`src/rtl/core/oit_pkg.sv`:
```
// Shared types and constants for the ordered id table.
`default_nettype none
package oit_pkg;

	localparam int ID_W    = 32;
	localparam int KEY_W   = 32;
	localparam int EDATA_W = 32;
	localparam int FDATA_W = 32;
	localparam int OP_W    = 3;
	localparam int ST_W    = 2;

	// slave-side beat: op, key_id, entry_data, zero padded to whole bytes
	localparam int IN_BITS = OP_W + KEY_W + EDATA_W;
	localparam int IN_W    = ((IN_BITS + 7) / 8) * 8;

	typedef logic [OP_W-1:0] op_t;
	typedef logic [ST_W-1:0] status_t;

	localparam op_t OP_APPEND        = 3'd0;
	localparam op_t OP_APPEND_UNIQUE = 3'd1;
	localparam op_t OP_DELETE        = 3'd2;
	localparam op_t OP_SEARCH        = 3'd3;
	localparam op_t OP_COUNT         = 3'd4;

	localparam status_t ST_OK        = 2'd0;
	localparam status_t ST_NOT_FOUND = 2'd1;
	localparam status_t ST_PRESENT   = 2'd2;
	localparam status_t ST_FULL      = 2'd3;

endpackage
`default_nettype wire

```
`src/rtl/core/oit_ram.sv`:
```
// Generic simple dual-port RAM with one write port and a registered read port.
`default_nettype none
module oit_ram #(
	parameter int WIDTH = 64,
	parameter int DEPTH = 16
) (
	input  wire logic                     clk,
	input  wire logic                     we,
	input  wire logic [$clog2(DEPTH)-1:0] waddr,
	input  wire logic [WIDTH-1:0]         wdata,
	input  wire logic                     re,
	input  wire logic [$clog2(DEPTH)-1:0] raddr,
	output logic      [WIDTH-1:0]         rdata
);

	logic [WIDTH-1:0] mem_q [DEPTH];

	always_ff @(posedge clk) begin
		if (we) begin
			mem_q[waddr] <= wdata;
		end
		if (re) begin
			rdata <= mem_q[raddr];
		end
	end

endmodule
`default_nettype wire

```
`src/rtl/core/ordered_id_table.sv`:
```
// Ordered id table: one beat at a time, s_tready high only while the sequencer is idle.
// Each beat scans every held entry; a delete that hits then moves the entries above the match down
// to close the gap. A result waiting in the output register holds the next one in the sequencer.
// Reset empties the table by clearing the fill count; the RAM itself is not cleared.
`default_nettype none
module ordered_id_table #(
	parameter int DEPTH      = 16,
	parameter int DATA_WIDTH = 32
) (
	input  wire logic                    clk,
	input  wire logic                    arst_n,
	// slave side
	input  wire logic                    s_tvalid,
	output logic                         s_tready,
	// op[2:0], key_id[34:3], entry_data[66:35], zero pad above
	input  wire logic [oit_pkg::IN_W-1:0] s_tdata,
	// master side
	output logic                         m_tvalid,
	input  wire logic                    m_tready,
	// status[1:0], found[2], found_data[34:3], match_count, item_count,
	// is_empty, is_sorted (counts $clog2(DEPTH+1) bits each), zero pad above
	output logic [((37 + 2 * $clog2(DEPTH + 1) + 7) / 8) * 8 - 1:0] m_tdata
);

	import oit_pkg::*;

	localparam int AW       = $clog2(DEPTH);
	localparam int CW       = $clog2(DEPTH + 1);
	localparam int MW       = ID_W + DATA_WIDTH;
	localparam int OUT_BITS = ST_W + 1 + FDATA_W + CW + CW + 1 + 1;
	localparam int OUT_W    = ((OUT_BITS + 7) / 8) * 8;

	// sequencer states
	localparam logic [1:0] S_IDLE  = 2'd0;
	localparam logic [1:0] S_SCAN  = 2'd1;
	localparam logic [1:0] S_SHIFT = 2'd2;
	localparam logic [1:0] S_DONE  = 2'd3;

	logic [1:0]            state_q;
	logic [CW-1:0]         fill_q;
	logic                  rvalid_q;

	// per-item working registers
	op_t                   op_q;
	logic [KEY_W-1:0]      key_q;
	logic [DATA_WIDTH-1:0] din_q;
	logic [CW-1:0]         issue_q;    // next RAM address to read
	logic [AW-1:0]         proc_q;     // index of the entry on the RAM output
	logic [AW-1:0]         wptr_q;     // write address while closing the gap
	logic                  hit_q;
	logic [AW-1:0]         first_q;
	logic [CW-1:0]         match_q;
	logic [DATA_WIDTH-1:0] fdata_q;
	logic                  sorted_q;   // order of the table as it stands
	logic [ID_W-1:0]       prev_q;     // last id seen, ends as the tail id
	logic                  dsorted_q;  // order with the first match taken out
	logic [ID_W-1:0]       dprev_q;
	logic                  dprev_v_q;
	status_t               status_q;

	// RAM interface, entry layout {data, id}
	logic                  ram_we;
	logic [AW-1:0]         ram_waddr;
	logic [MW-1:0]         ram_wdata;
	logic                  ram_re;
	logic [AW-1:0]         ram_raddr;
	logic [MW-1:0]         ram_rdata;

	logic [ID_W-1:0]       rd_id;
	logic [DATA_WIDTH-1:0] rd_data;
	logic                  accept;
	logic                  scan_issue;
	logic                  shift_issue;
	logic                  scan_end;
	logic                  shift_end;
	logic                  full;
	logic                  store;
	logic                  del_hit;
	logic                  eq;
	logic                  first_hit;
	logic                  out_load;
	logic [64:0]           din_ext;
	logic [64:0]           fdata_ext;
	logic                  tail_ok;

	oit_ram #(
		.WIDTH (MW),
		.DEPTH (DEPTH)
	) u_table (
		.clk   (clk),
		.we    (ram_we),
		.waddr (ram_waddr),
		.wdata (ram_wdata),
		.re    (ram_re),
		.raddr (ram_raddr),
		.rdata (ram_rdata)
	);

	assign s_tready = (state_q == S_IDLE);
	assign accept   = s_tvalid && s_tready;

	assign rd_id   = ram_rdata[ID_W-1:0];
	assign rd_data = ram_rdata[MW-1:ID_W];

	// keep only the low DATA_WIDTH bits of the payload, zero-extend when wider
	assign din_ext   = {33'b0, s_tdata[OP_W+KEY_W+:EDATA_W]};
	assign fdata_ext = {{(65 - DATA_WIDTH){1'b0}}, fdata_q};

	// walk every held entry once; after a hit on delete, read entries above the gap
	assign scan_issue  = (state_q == S_SCAN) && (issue_q < fill_q);
	assign shift_issue = (state_q == S_SHIFT) && (issue_q <= fill_q);
	assign scan_end    = (state_q == S_SCAN) && (issue_q == fill_q) && !rvalid_q;
	assign shift_end   = (state_q == S_SHIFT) && (issue_q > fill_q) && !rvalid_q;

	assign full    = (fill_q == CW'(DEPTH));
	assign store   = scan_end && !full &&
	                 ((op_q == OP_APPEND) || ((op_q == OP_APPEND_UNIQUE) && !hit_q));
	assign del_hit = scan_end && (op_q == OP_DELETE) && hit_q;

	// the shared compare unit: one entry against the key
	assign eq        = (rd_id == key_q);
	assign first_hit = rvalid_q && eq && !hit_q;

	// a new tail keeps the order when it is not below the old tail
	assign tail_ok = (fill_q == '0) || (prev_q <= key_q);

	assign ram_re    = scan_issue || shift_issue;
	assign ram_raddr = issue_q[AW-1:0];
	assign ram_we    = store || ((state_q == S_SHIFT) && rvalid_q);
	assign ram_waddr = store ? fill_q[AW-1:0] : wptr_q;
	assign ram_wdata = store ? {din_q, key_q} : ram_rdata;

	assign out_load = (state_q == S_DONE) && (!m_tvalid || m_tready);

	// sequencer and occupancy
	always_ff @(posedge clk or negedge arst_n) begin
		if (!arst_n) begin
			state_q  <= S_IDLE;
			fill_q   <= '0;
			rvalid_q <= 1'b0;
			m_tvalid <= 1'b0;
		end else begin
			// load a new result, else drop the beat once it is taken
			if (out_load) begin
				m_tvalid <= 1'b1;
			end else if (m_tready) begin
				m_tvalid <= 1'b0;
			end
			unique case (state_q)
				S_IDLE: begin
					rvalid_q <= 1'b0;
					if (accept) begin
						state_q <= S_SCAN;
					end
				end
				S_SCAN: begin
					rvalid_q <= scan_issue;
					if (scan_end) begin
						if (del_hit) begin
							fill_q  <= fill_q - 1'b1;
							state_q <= S_SHIFT;
						end else begin
							if (store) begin
								fill_q <= fill_q + 1'b1;
							end
							state_q <= S_DONE;
						end
					end
				end
				S_SHIFT: begin
					rvalid_q <= shift_issue;
					if (shift_end) begin
						state_q <= S_DONE;
					end
				end
				S_DONE: begin
					rvalid_q <= 1'b0;
					if (out_load) begin
						state_q <= S_IDLE;
					end
				end
				default: begin
					state_q <= S_IDLE;
				end
			endcase
		end
	end

	// datapath: walk results, outcome and the output beat
	always_ff @(posedge clk) begin
		unique case (state_q)
			S_IDLE: begin
				if (accept) begin
					op_q      <= s_tdata[OP_W-1:0];
					key_q     <= s_tdata[OP_W+:KEY_W];
					din_q     <= din_ext[DATA_WIDTH-1:0];
					issue_q   <= '0;
					proc_q    <= '0;
					hit_q     <= 1'b0;
					match_q   <= '0;
					fdata_q   <= '0;
					sorted_q  <= 1'b1;
					dsorted_q <= 1'b1;
					dprev_v_q <= 1'b0;
					status_q  <= ST_OK;
				end
			end
			S_SCAN: begin
				if (scan_issue) begin
					issue_q <= issue_q + 1'b1;
				end
				if (rvalid_q) begin
					proc_q <= proc_q + 1'b1;
					if (eq) begin
						match_q <= match_q + 1'b1;
					end
					if (first_hit) begin
						hit_q   <= 1'b1;
						first_q <= proc_q;
						fdata_q <= rd_data;
					end
					if ((proc_q != '0) && (prev_q > rd_id)) begin
						sorted_q <= 1'b0;
					end
					prev_q <= rd_id;
					// order of the table as it would stand after deleting the first match
					if (!first_hit) begin
						if (dprev_v_q && (dprev_q > rd_id)) begin
							dsorted_q <= 1'b0;
						end
						dprev_q   <= rd_id;
						dprev_v_q <= 1'b1;
					end
				end
				if (scan_end) begin
					// payload reports only on a search that hits
					if ((op_q != OP_SEARCH) || !hit_q) begin
						fdata_q <= '0;
					end
					unique case (op_q)
						OP_APPEND: begin
							if (full) begin
								status_q <= ST_FULL;
							end else begin
								sorted_q <= sorted_q && tail_ok;
							end
						end
						OP_APPEND_UNIQUE: begin
							if (hit_q) begin
								status_q <= ST_PRESENT;
							end else if (full) begin
								status_q <= ST_FULL;
							end else begin
								sorted_q <= sorted_q && tail_ok;
							end
						end
						OP_DELETE: begin
							if (!hit_q) begin
								status_q <= ST_NOT_FOUND;
							end else begin
								sorted_q <= dsorted_q;
								issue_q  <= CW'(first_q) + 1'b1;
								wptr_q   <= first_q;
							end
						end
						OP_SEARCH: begin
							if (!hit_q) begin
								status_q <= ST_NOT_FOUND;
							end
						end
						default: begin
						end
					endcase
				end
			end
			S_SHIFT: begin
				// advance one entry down per cycle to close the gap
				if (shift_issue) begin
					issue_q <= issue_q + 1'b1;
				end
				if (rvalid_q) begin
					wptr_q <= wptr_q + 1'b1;
				end
			end
			S_DONE: begin
				if (out_load) begin
					m_tdata <= {{(OUT_W - OUT_BITS){1'b0}},
					            sorted_q,
					            (fill_q == '0),
					            fill_q,
					            match_q,
					            fdata_ext[FDATA_W-1:0],
					            hit_q,
					            status_q};
				end
			end
			default: begin
			end
		endcase
	end

endmodule
`default_nettype wire
```
`config.mk`:
```
export PLATFORM = sky130hd
export DESIGN_NAME = ordered_id_table
export DESIGN_NICKNAME = d
export VERILOG_FILES = /design/src/rtl/core/oit_pkg.sv /design/src/rtl/core/oit_ram.sv /design/src/rtl/core/ordered_id_table.sv
export SDC_FILE = /design/constraint.sdc
export NUM_CORES = 1
export LEC_CHECK = 0
export BUFFER_PORTS_ARGS = -buffer_cell sky130_fd_sc_hd__buf_2
export CAP_MARGIN = 20
export CORE_MARGIN = 8
export CORE_UTILIZATION = 25
export DETAILED_ROUTE_END_ITERATION = 6
export PLACE_DENSITY = 0.4
export RECOVER_POWER = 100
export SETUP_SLACK_MARGIN = 0.5
export SYNTH_ARGS = -nofsm -noshare
export SYNTH_HDL_FRONTEND = slang
export SYNTH_SLANG_ARGS = --single-unit
```
`constraint.sdc`:
```
create_clock -name clk -period 5.66 [get_ports clk]
set_input_delay 1.132 -clock clk [delete_from_list [all_inputs] [get_ports clk]]
set_output_delay 1.132 -clock clk [all_outputs]
set_load 0.05 [all_outputs]
```
Yosys cells after proc, flatten, opt, wreduce, memory -nomap -nowiden --
Memory sizes are Yosys's and may differ from the RTL's. A register that Yosys moved wholly into a read port is not among the register bits. Index checks and enable logic that the tools add are counted.
Storage, ports and cells: bits of input ports 76, RAM bits 1024, output and inout bits 50, memories kept 1, flip-flop bits (word level) 247, logic and storage cells 183
Operators by class: equality and inequality tests 25, reduce and logical (&&, ||, !) cells 56, bitwise operators 1, $lt $le $gt $ge 6, add/subtract/negate cells 7, muxes and demuxes 66
Memory list:
- u_table.mem_q | depth 16, bits a word 64, rd ports 1, clocked after memory_dff 1, wr ports 1, line oit_ram.sv:16 | logic [WIDTH-1:0] mem_q [DEPTH];
Operators with widths (count):
- $mux 32 | 5
- $gt 32x32->1 | 2
- $mux 64 | 1
- $pmux 32 s2 | 1
- $mux 5 | 10
- $eq 32x32->1 | 1
- $le 32x32->1 | 1
- $mux 4 | 7
- $mux 1 | 20
- $ne 2x2->1 const B | 10
- $logic_and 1x1->1 | 19
- $mux 2 | 9
- $pmux 4 s2 | 2
- $reduce_and 4->1 | 4
- $add 5x1->5 const B | 3
- $pmux 5 s3 | 1
- $reduce_and 3->1 | 5
- $reduce_and 5->1 | 3
- $pmux 5 s2 | 1
- $add 4x1->4 const B | 2
- $pmux 1 s2 | 4
- $pmux 2 s4 | 1
- $reduce_and 2->1 | 4
- $reduce_bool 2->1 | 4
- 27 further kinds | 41

Depth between registers and ports, before layout --
word-level depth 9, mapped depth 14, gate-level depth less buffers 11

Hierarchy --
Synthesis repeated with hierarchy kept, for this count alone.
Unflattened totals: cell total of the unflattened synthesis 2707, area, all modules 52838.2 um2
By module, submodules not included:
- oit_ram | seq. area each 32671.3 um2, area each 40223.6 um2, cells an instance 1647, times used 1
- ordered_id_table | seq. area each 7372.1 um2, area each 12614.6 um2, cells an instance 1060, times used 1

Worst setup path after synthesis --
No wires, ideal clock.
kind register -> register, from register issue_q[0], to memory u_table.mem_q[7][0], enable pin, clock period less this slack 5281 ps, stages on the path, launching flop included 12, required time 5174 ps, path buffers 4, path slack 379 ps, arrival 4794 ps, setup time 486 ps, cells stage by stage edfxtp_1 -> buf_2 -> buf_2 -> buf_4 -> inv_1 -> ha_1 -> nand4bb_1 -> nor2_1 -> and4_1 -> buf_2 -> a32oi_1 -> nor2_1
Between the ends: longest elaborated chain between the ends 8, elaborated cells between the ends (all ways) 9, classes of those cells eq/ne (1); mux (3); reduce/logical (5)
Ends and longest elaborated chain:
- start: declaration | line ordered_id_table.sv:47 | logic [CW-1:0] issue_q;
- start signal: assignment | line ordered_id_table.sv:210 | issue_q <= issue_q + 1'b1;
- start signal: assignment | line ordered_id_table.sv:262 | issue_q <= CW'(first_q) + 1'b1;
- start signal: assignment | line ordered_id_table.sv:279 | issue_q <= issue_q + 1'b1;
- $eq 5x5->1 (*) | line ordered_id_table.sv:112 | assign scan_end = (state_q == S_SCAN) && (issue_q == fill_q) && !rvalid_q;
- $logic_and 1x1->1 (*) (2 in a row) | line ordered_id_table.sv:112
- $logic_and 1x1->1 (*) (2 in a row) | line ordered_id_table.sv:116 | assign store = scan_end && !full &&
- $logic_or 1x1->1 | line ordered_id_table.sv:129 | assign ram_we = store || ((state_q == S_SHIFT) && rvalid_q);
- $mux 1 | line oit_ram.sv:19 | if (we) begin
- $mux 1 (not written as such) | line oit_ram.sv:20 | mem_q[waddr] <= wdata;
- end: declaration | line oit_ram.sv:16
Every way passes the cells marked *; elsewhere a longest branch is shown, timed or not.

Worst setup path after layout --
from register issue_q[3], to register u_table.rdata[9], read port of u_table.mem_q (data pin)
Between the ends: longest elaborated chain between the ends 3, elaborated cells between the ends (all ways) 5, classes of those cells order compare (2); reduce/logical (3)
Ends and longest elaborated chain:
- $lt 5x5->1 / $le 5x5->1 (equally long branches) | line ordered_id_table.sv:110, ordered_id_table.sv:111
- $logic_and 1x1->1 (on tied branches) | line ordered_id_table.sv:110, ordered_id_table.sv:111
- $logic_or 1x1->1 | line ordered_id_table.sv:127 | assign ram_re = scan_issue || shift_issue;
- end: declaration | line oit_ram.sv:13 | output logic [WIDTH-1:0] rdata
Several ways; a longest one is shown, not always the timed one. A chain may end at the register's enable or synchronous reset.

==> qor.yml <==
outcome: "finished with violations"
violations: "max-capacitance violations, max-slew violations"
layout_common_cells: "edfxtp_1, mux4_2, nand2_1, clkbuf_16, clkbuf_1"
vdd_drop_max_mv: 0.481
final_util_pct: 29.6
yosys_warnings: 0
cp-start-kind: "flip-flop"
final_common_cell: "edfxtp_1"
critPathKind: "flip-flop to flip-flop"
overflow: 0
initial_core_util_pct: 25.1
cts_post_setup_buffers_inserted: 0
p_per_area_mw_per_mm2: 518
synth_edf_count: 1326
maxCapViolCount: 7
worstRegToRegCells: 3
synth_seq_cells: 1335
vias: 25500
htree_levels: 4
grt_pass1_vias: 27700
grt_first_pass_wirelength_um: 206000
clockRootBuffer: "clkbuf_16"
gp_congestion: 0.771
drc_errors: 0
synth_cell_types: 58
die_x_um: 476
finClkSkew_ns: 0.0320
timing.final.ws_setup_ns: 0.863
preCtsSetupSlack_ns: 1.48
holdWs_ns: 0.329
p_leak_nw: 19.8
cts_buffers: 154
tns_ns: 0
ctsHoldBuffers: 0
drt-pass1-iter-count: 5
hp-class: "input port to asynchronous set/reset pin"
cts_tree: "done"
final_hold_viol_count: 0
antenna_found_initial: 1
port_buffers: 119
finalMaxSlewViolations: 203
clk_pin_slew_ns: 0.06
worstSetupEndpointType: "flip-flop"
synth_area_per_cell_um2: 20.7
row_count: 169
wirelength_um: 144000
worst_slew_pin_slew_ns: 3.92
io_pins: 126
wire_per_inst_um: 25.0
syn_area_mm2: 0.0530
cp_data_arrival_time_ns: 5.41
drt_iter0_drc: 1801
synth_ff_type: "edfxtp_1"
core_mm2: 0.211
clkSinkCount: 1335
ys_seq_area_share_pct: 75.6
syn-instance-count: 2558
syn-num-nets: 2749
grt_start_max_net_pins: 143
rsz0062_at_grt: "no"
nets: 3019
globalRouteTotalUtil_pct: 12.5
fmax_mhz: 208
worst_skew_pair.late_latency_ns: 0.78
worst-path-max-fanout: 35
worstPathRequired_ns: 6.28
fin_crit_sh_pct: 84.7
die_y_um: 476
post_cts_resized: 0
period_minus_slack_ns: 4.80
synthToLayoutAreaGrowth_pct: 18.1
setup_viol: 0
ant_nets: 0
ys_async_sr_fraction_pct: 0.674
slew-limit-headroom_pct: -161
cts_max_path_buffers: 3
final_layout_size_suffix_gt1_share_pct: 23.7
viasPerCell: 4.42
dieArea_mm2: 0.227
power_mw: 32.4
post-dp-hpwl_um: 78200
fill_cells: 20800
-- final timing paths --
path	start	endpoint	slack (ns)
worst max-delay path	issue_q[3]	u_table.rdata[9]	0.86
worst min-delay path	arst_n	state_q[0]	0.33
worst max register to register	issue_q[3]	u_table.rdata[9]	0.86
worst min register to register	fdata_q[7]	m_tdata[10]	0.46
max in group asynchronous	arst_n	m_tvalid	4.94
min in group clk	fdata_q[7]	m_tdata[10]	0.46
-- per-stage QoR --
step | cells | area [um2]
final | 5772 | 62600
after global routing | 5772 | 62600
after CTS | 5767 | 62800
after detailed placement | 5489 | 58000
after global placement | 5488 | 58000
after floorplan | 2558 | 53000
-- cell usage after synthesis, drive strengths merged (13+ instances only) --
cell,instances,share of area [%]
buf,55,0.63
nand2,172,1.2
clkbuf,47,0.33
nand4,20,0.24
nor4,15,0.22
ha,114,2.7
mux4,320,14
nand3,25,0.24
nor2,81,0.71
a21o,13,0.18
xor2,33,0.55
a21oi,56,0.53
xnor2,16,0.26
mux2i,36,0.68
o21ai,44,0.42
edfxtp,1326,75
inv,87,0.62
-- cells by family after synthesis --
logic type                 count (synthesis)  synth area share (%)
other                                      1               0.00708
AOI/OAI and AO/OA                        160                  1.86
adders and majority gates                115                  2.73
DFF                                     1335                  75.6
and+or+nand+nor                          352                  3.14
buffers and inverters                    189                  1.58
muxes                                    357                  14.3
xor gates and xnor gates                  49                 0.810
-- power by group --
part	switching (mW)	leakage [nW]	internal (mW)
combinational	5.40	5.30	3.28
sequential	0.694	12.1	13.5
clock	3.95	2.36	5.65
-- final cells by class --
type	count	area [um2]	share of cell area (%)
Antenna cell	1	2.50	0.00400
Timing Repair Buffer	216	1630	2.60
Inverter	87	327	0.522
Multi-Input combinational cell	1034	12200	19.5
Tap cell	2821	3530	5.64
Clock buffer	202	4150	6.63
Sequential cell	1335	40000	64.0
Clock inverter	76	677	1.08
-- routing by layer --
layer  wire length, um  vias to the layer above  track usage, %
met1             65200                    13700            16.8
met4              4190                        0            4.16
li1                  -                    11100               -
met3              6530                      202            2.40
met5                 0                        -               0
met2             68300                      605            20.2
-- critical path, stage by stage, from the launching register on --
cell	delay, ns
edfxtp_1	0.36
buf_4	0.69
clkbuf_1	2.82
mux4_2	0.73
-- registers in the layout, summed over array words and instances (netlist names), 3 cells and up --
register and count:
fill_q 5, op_q 3, u_table.rdata 64, m_tdata 47
issue_q 5, key_q 32, proc_q 4, din_q 32
dprev_q 32, first_q 4, u_table.mem_q 1024, prev_q 32
fdata_q 32, wptr_q 4, match_q 5
No activity file was read; power rests on OpenSTA's default activity.
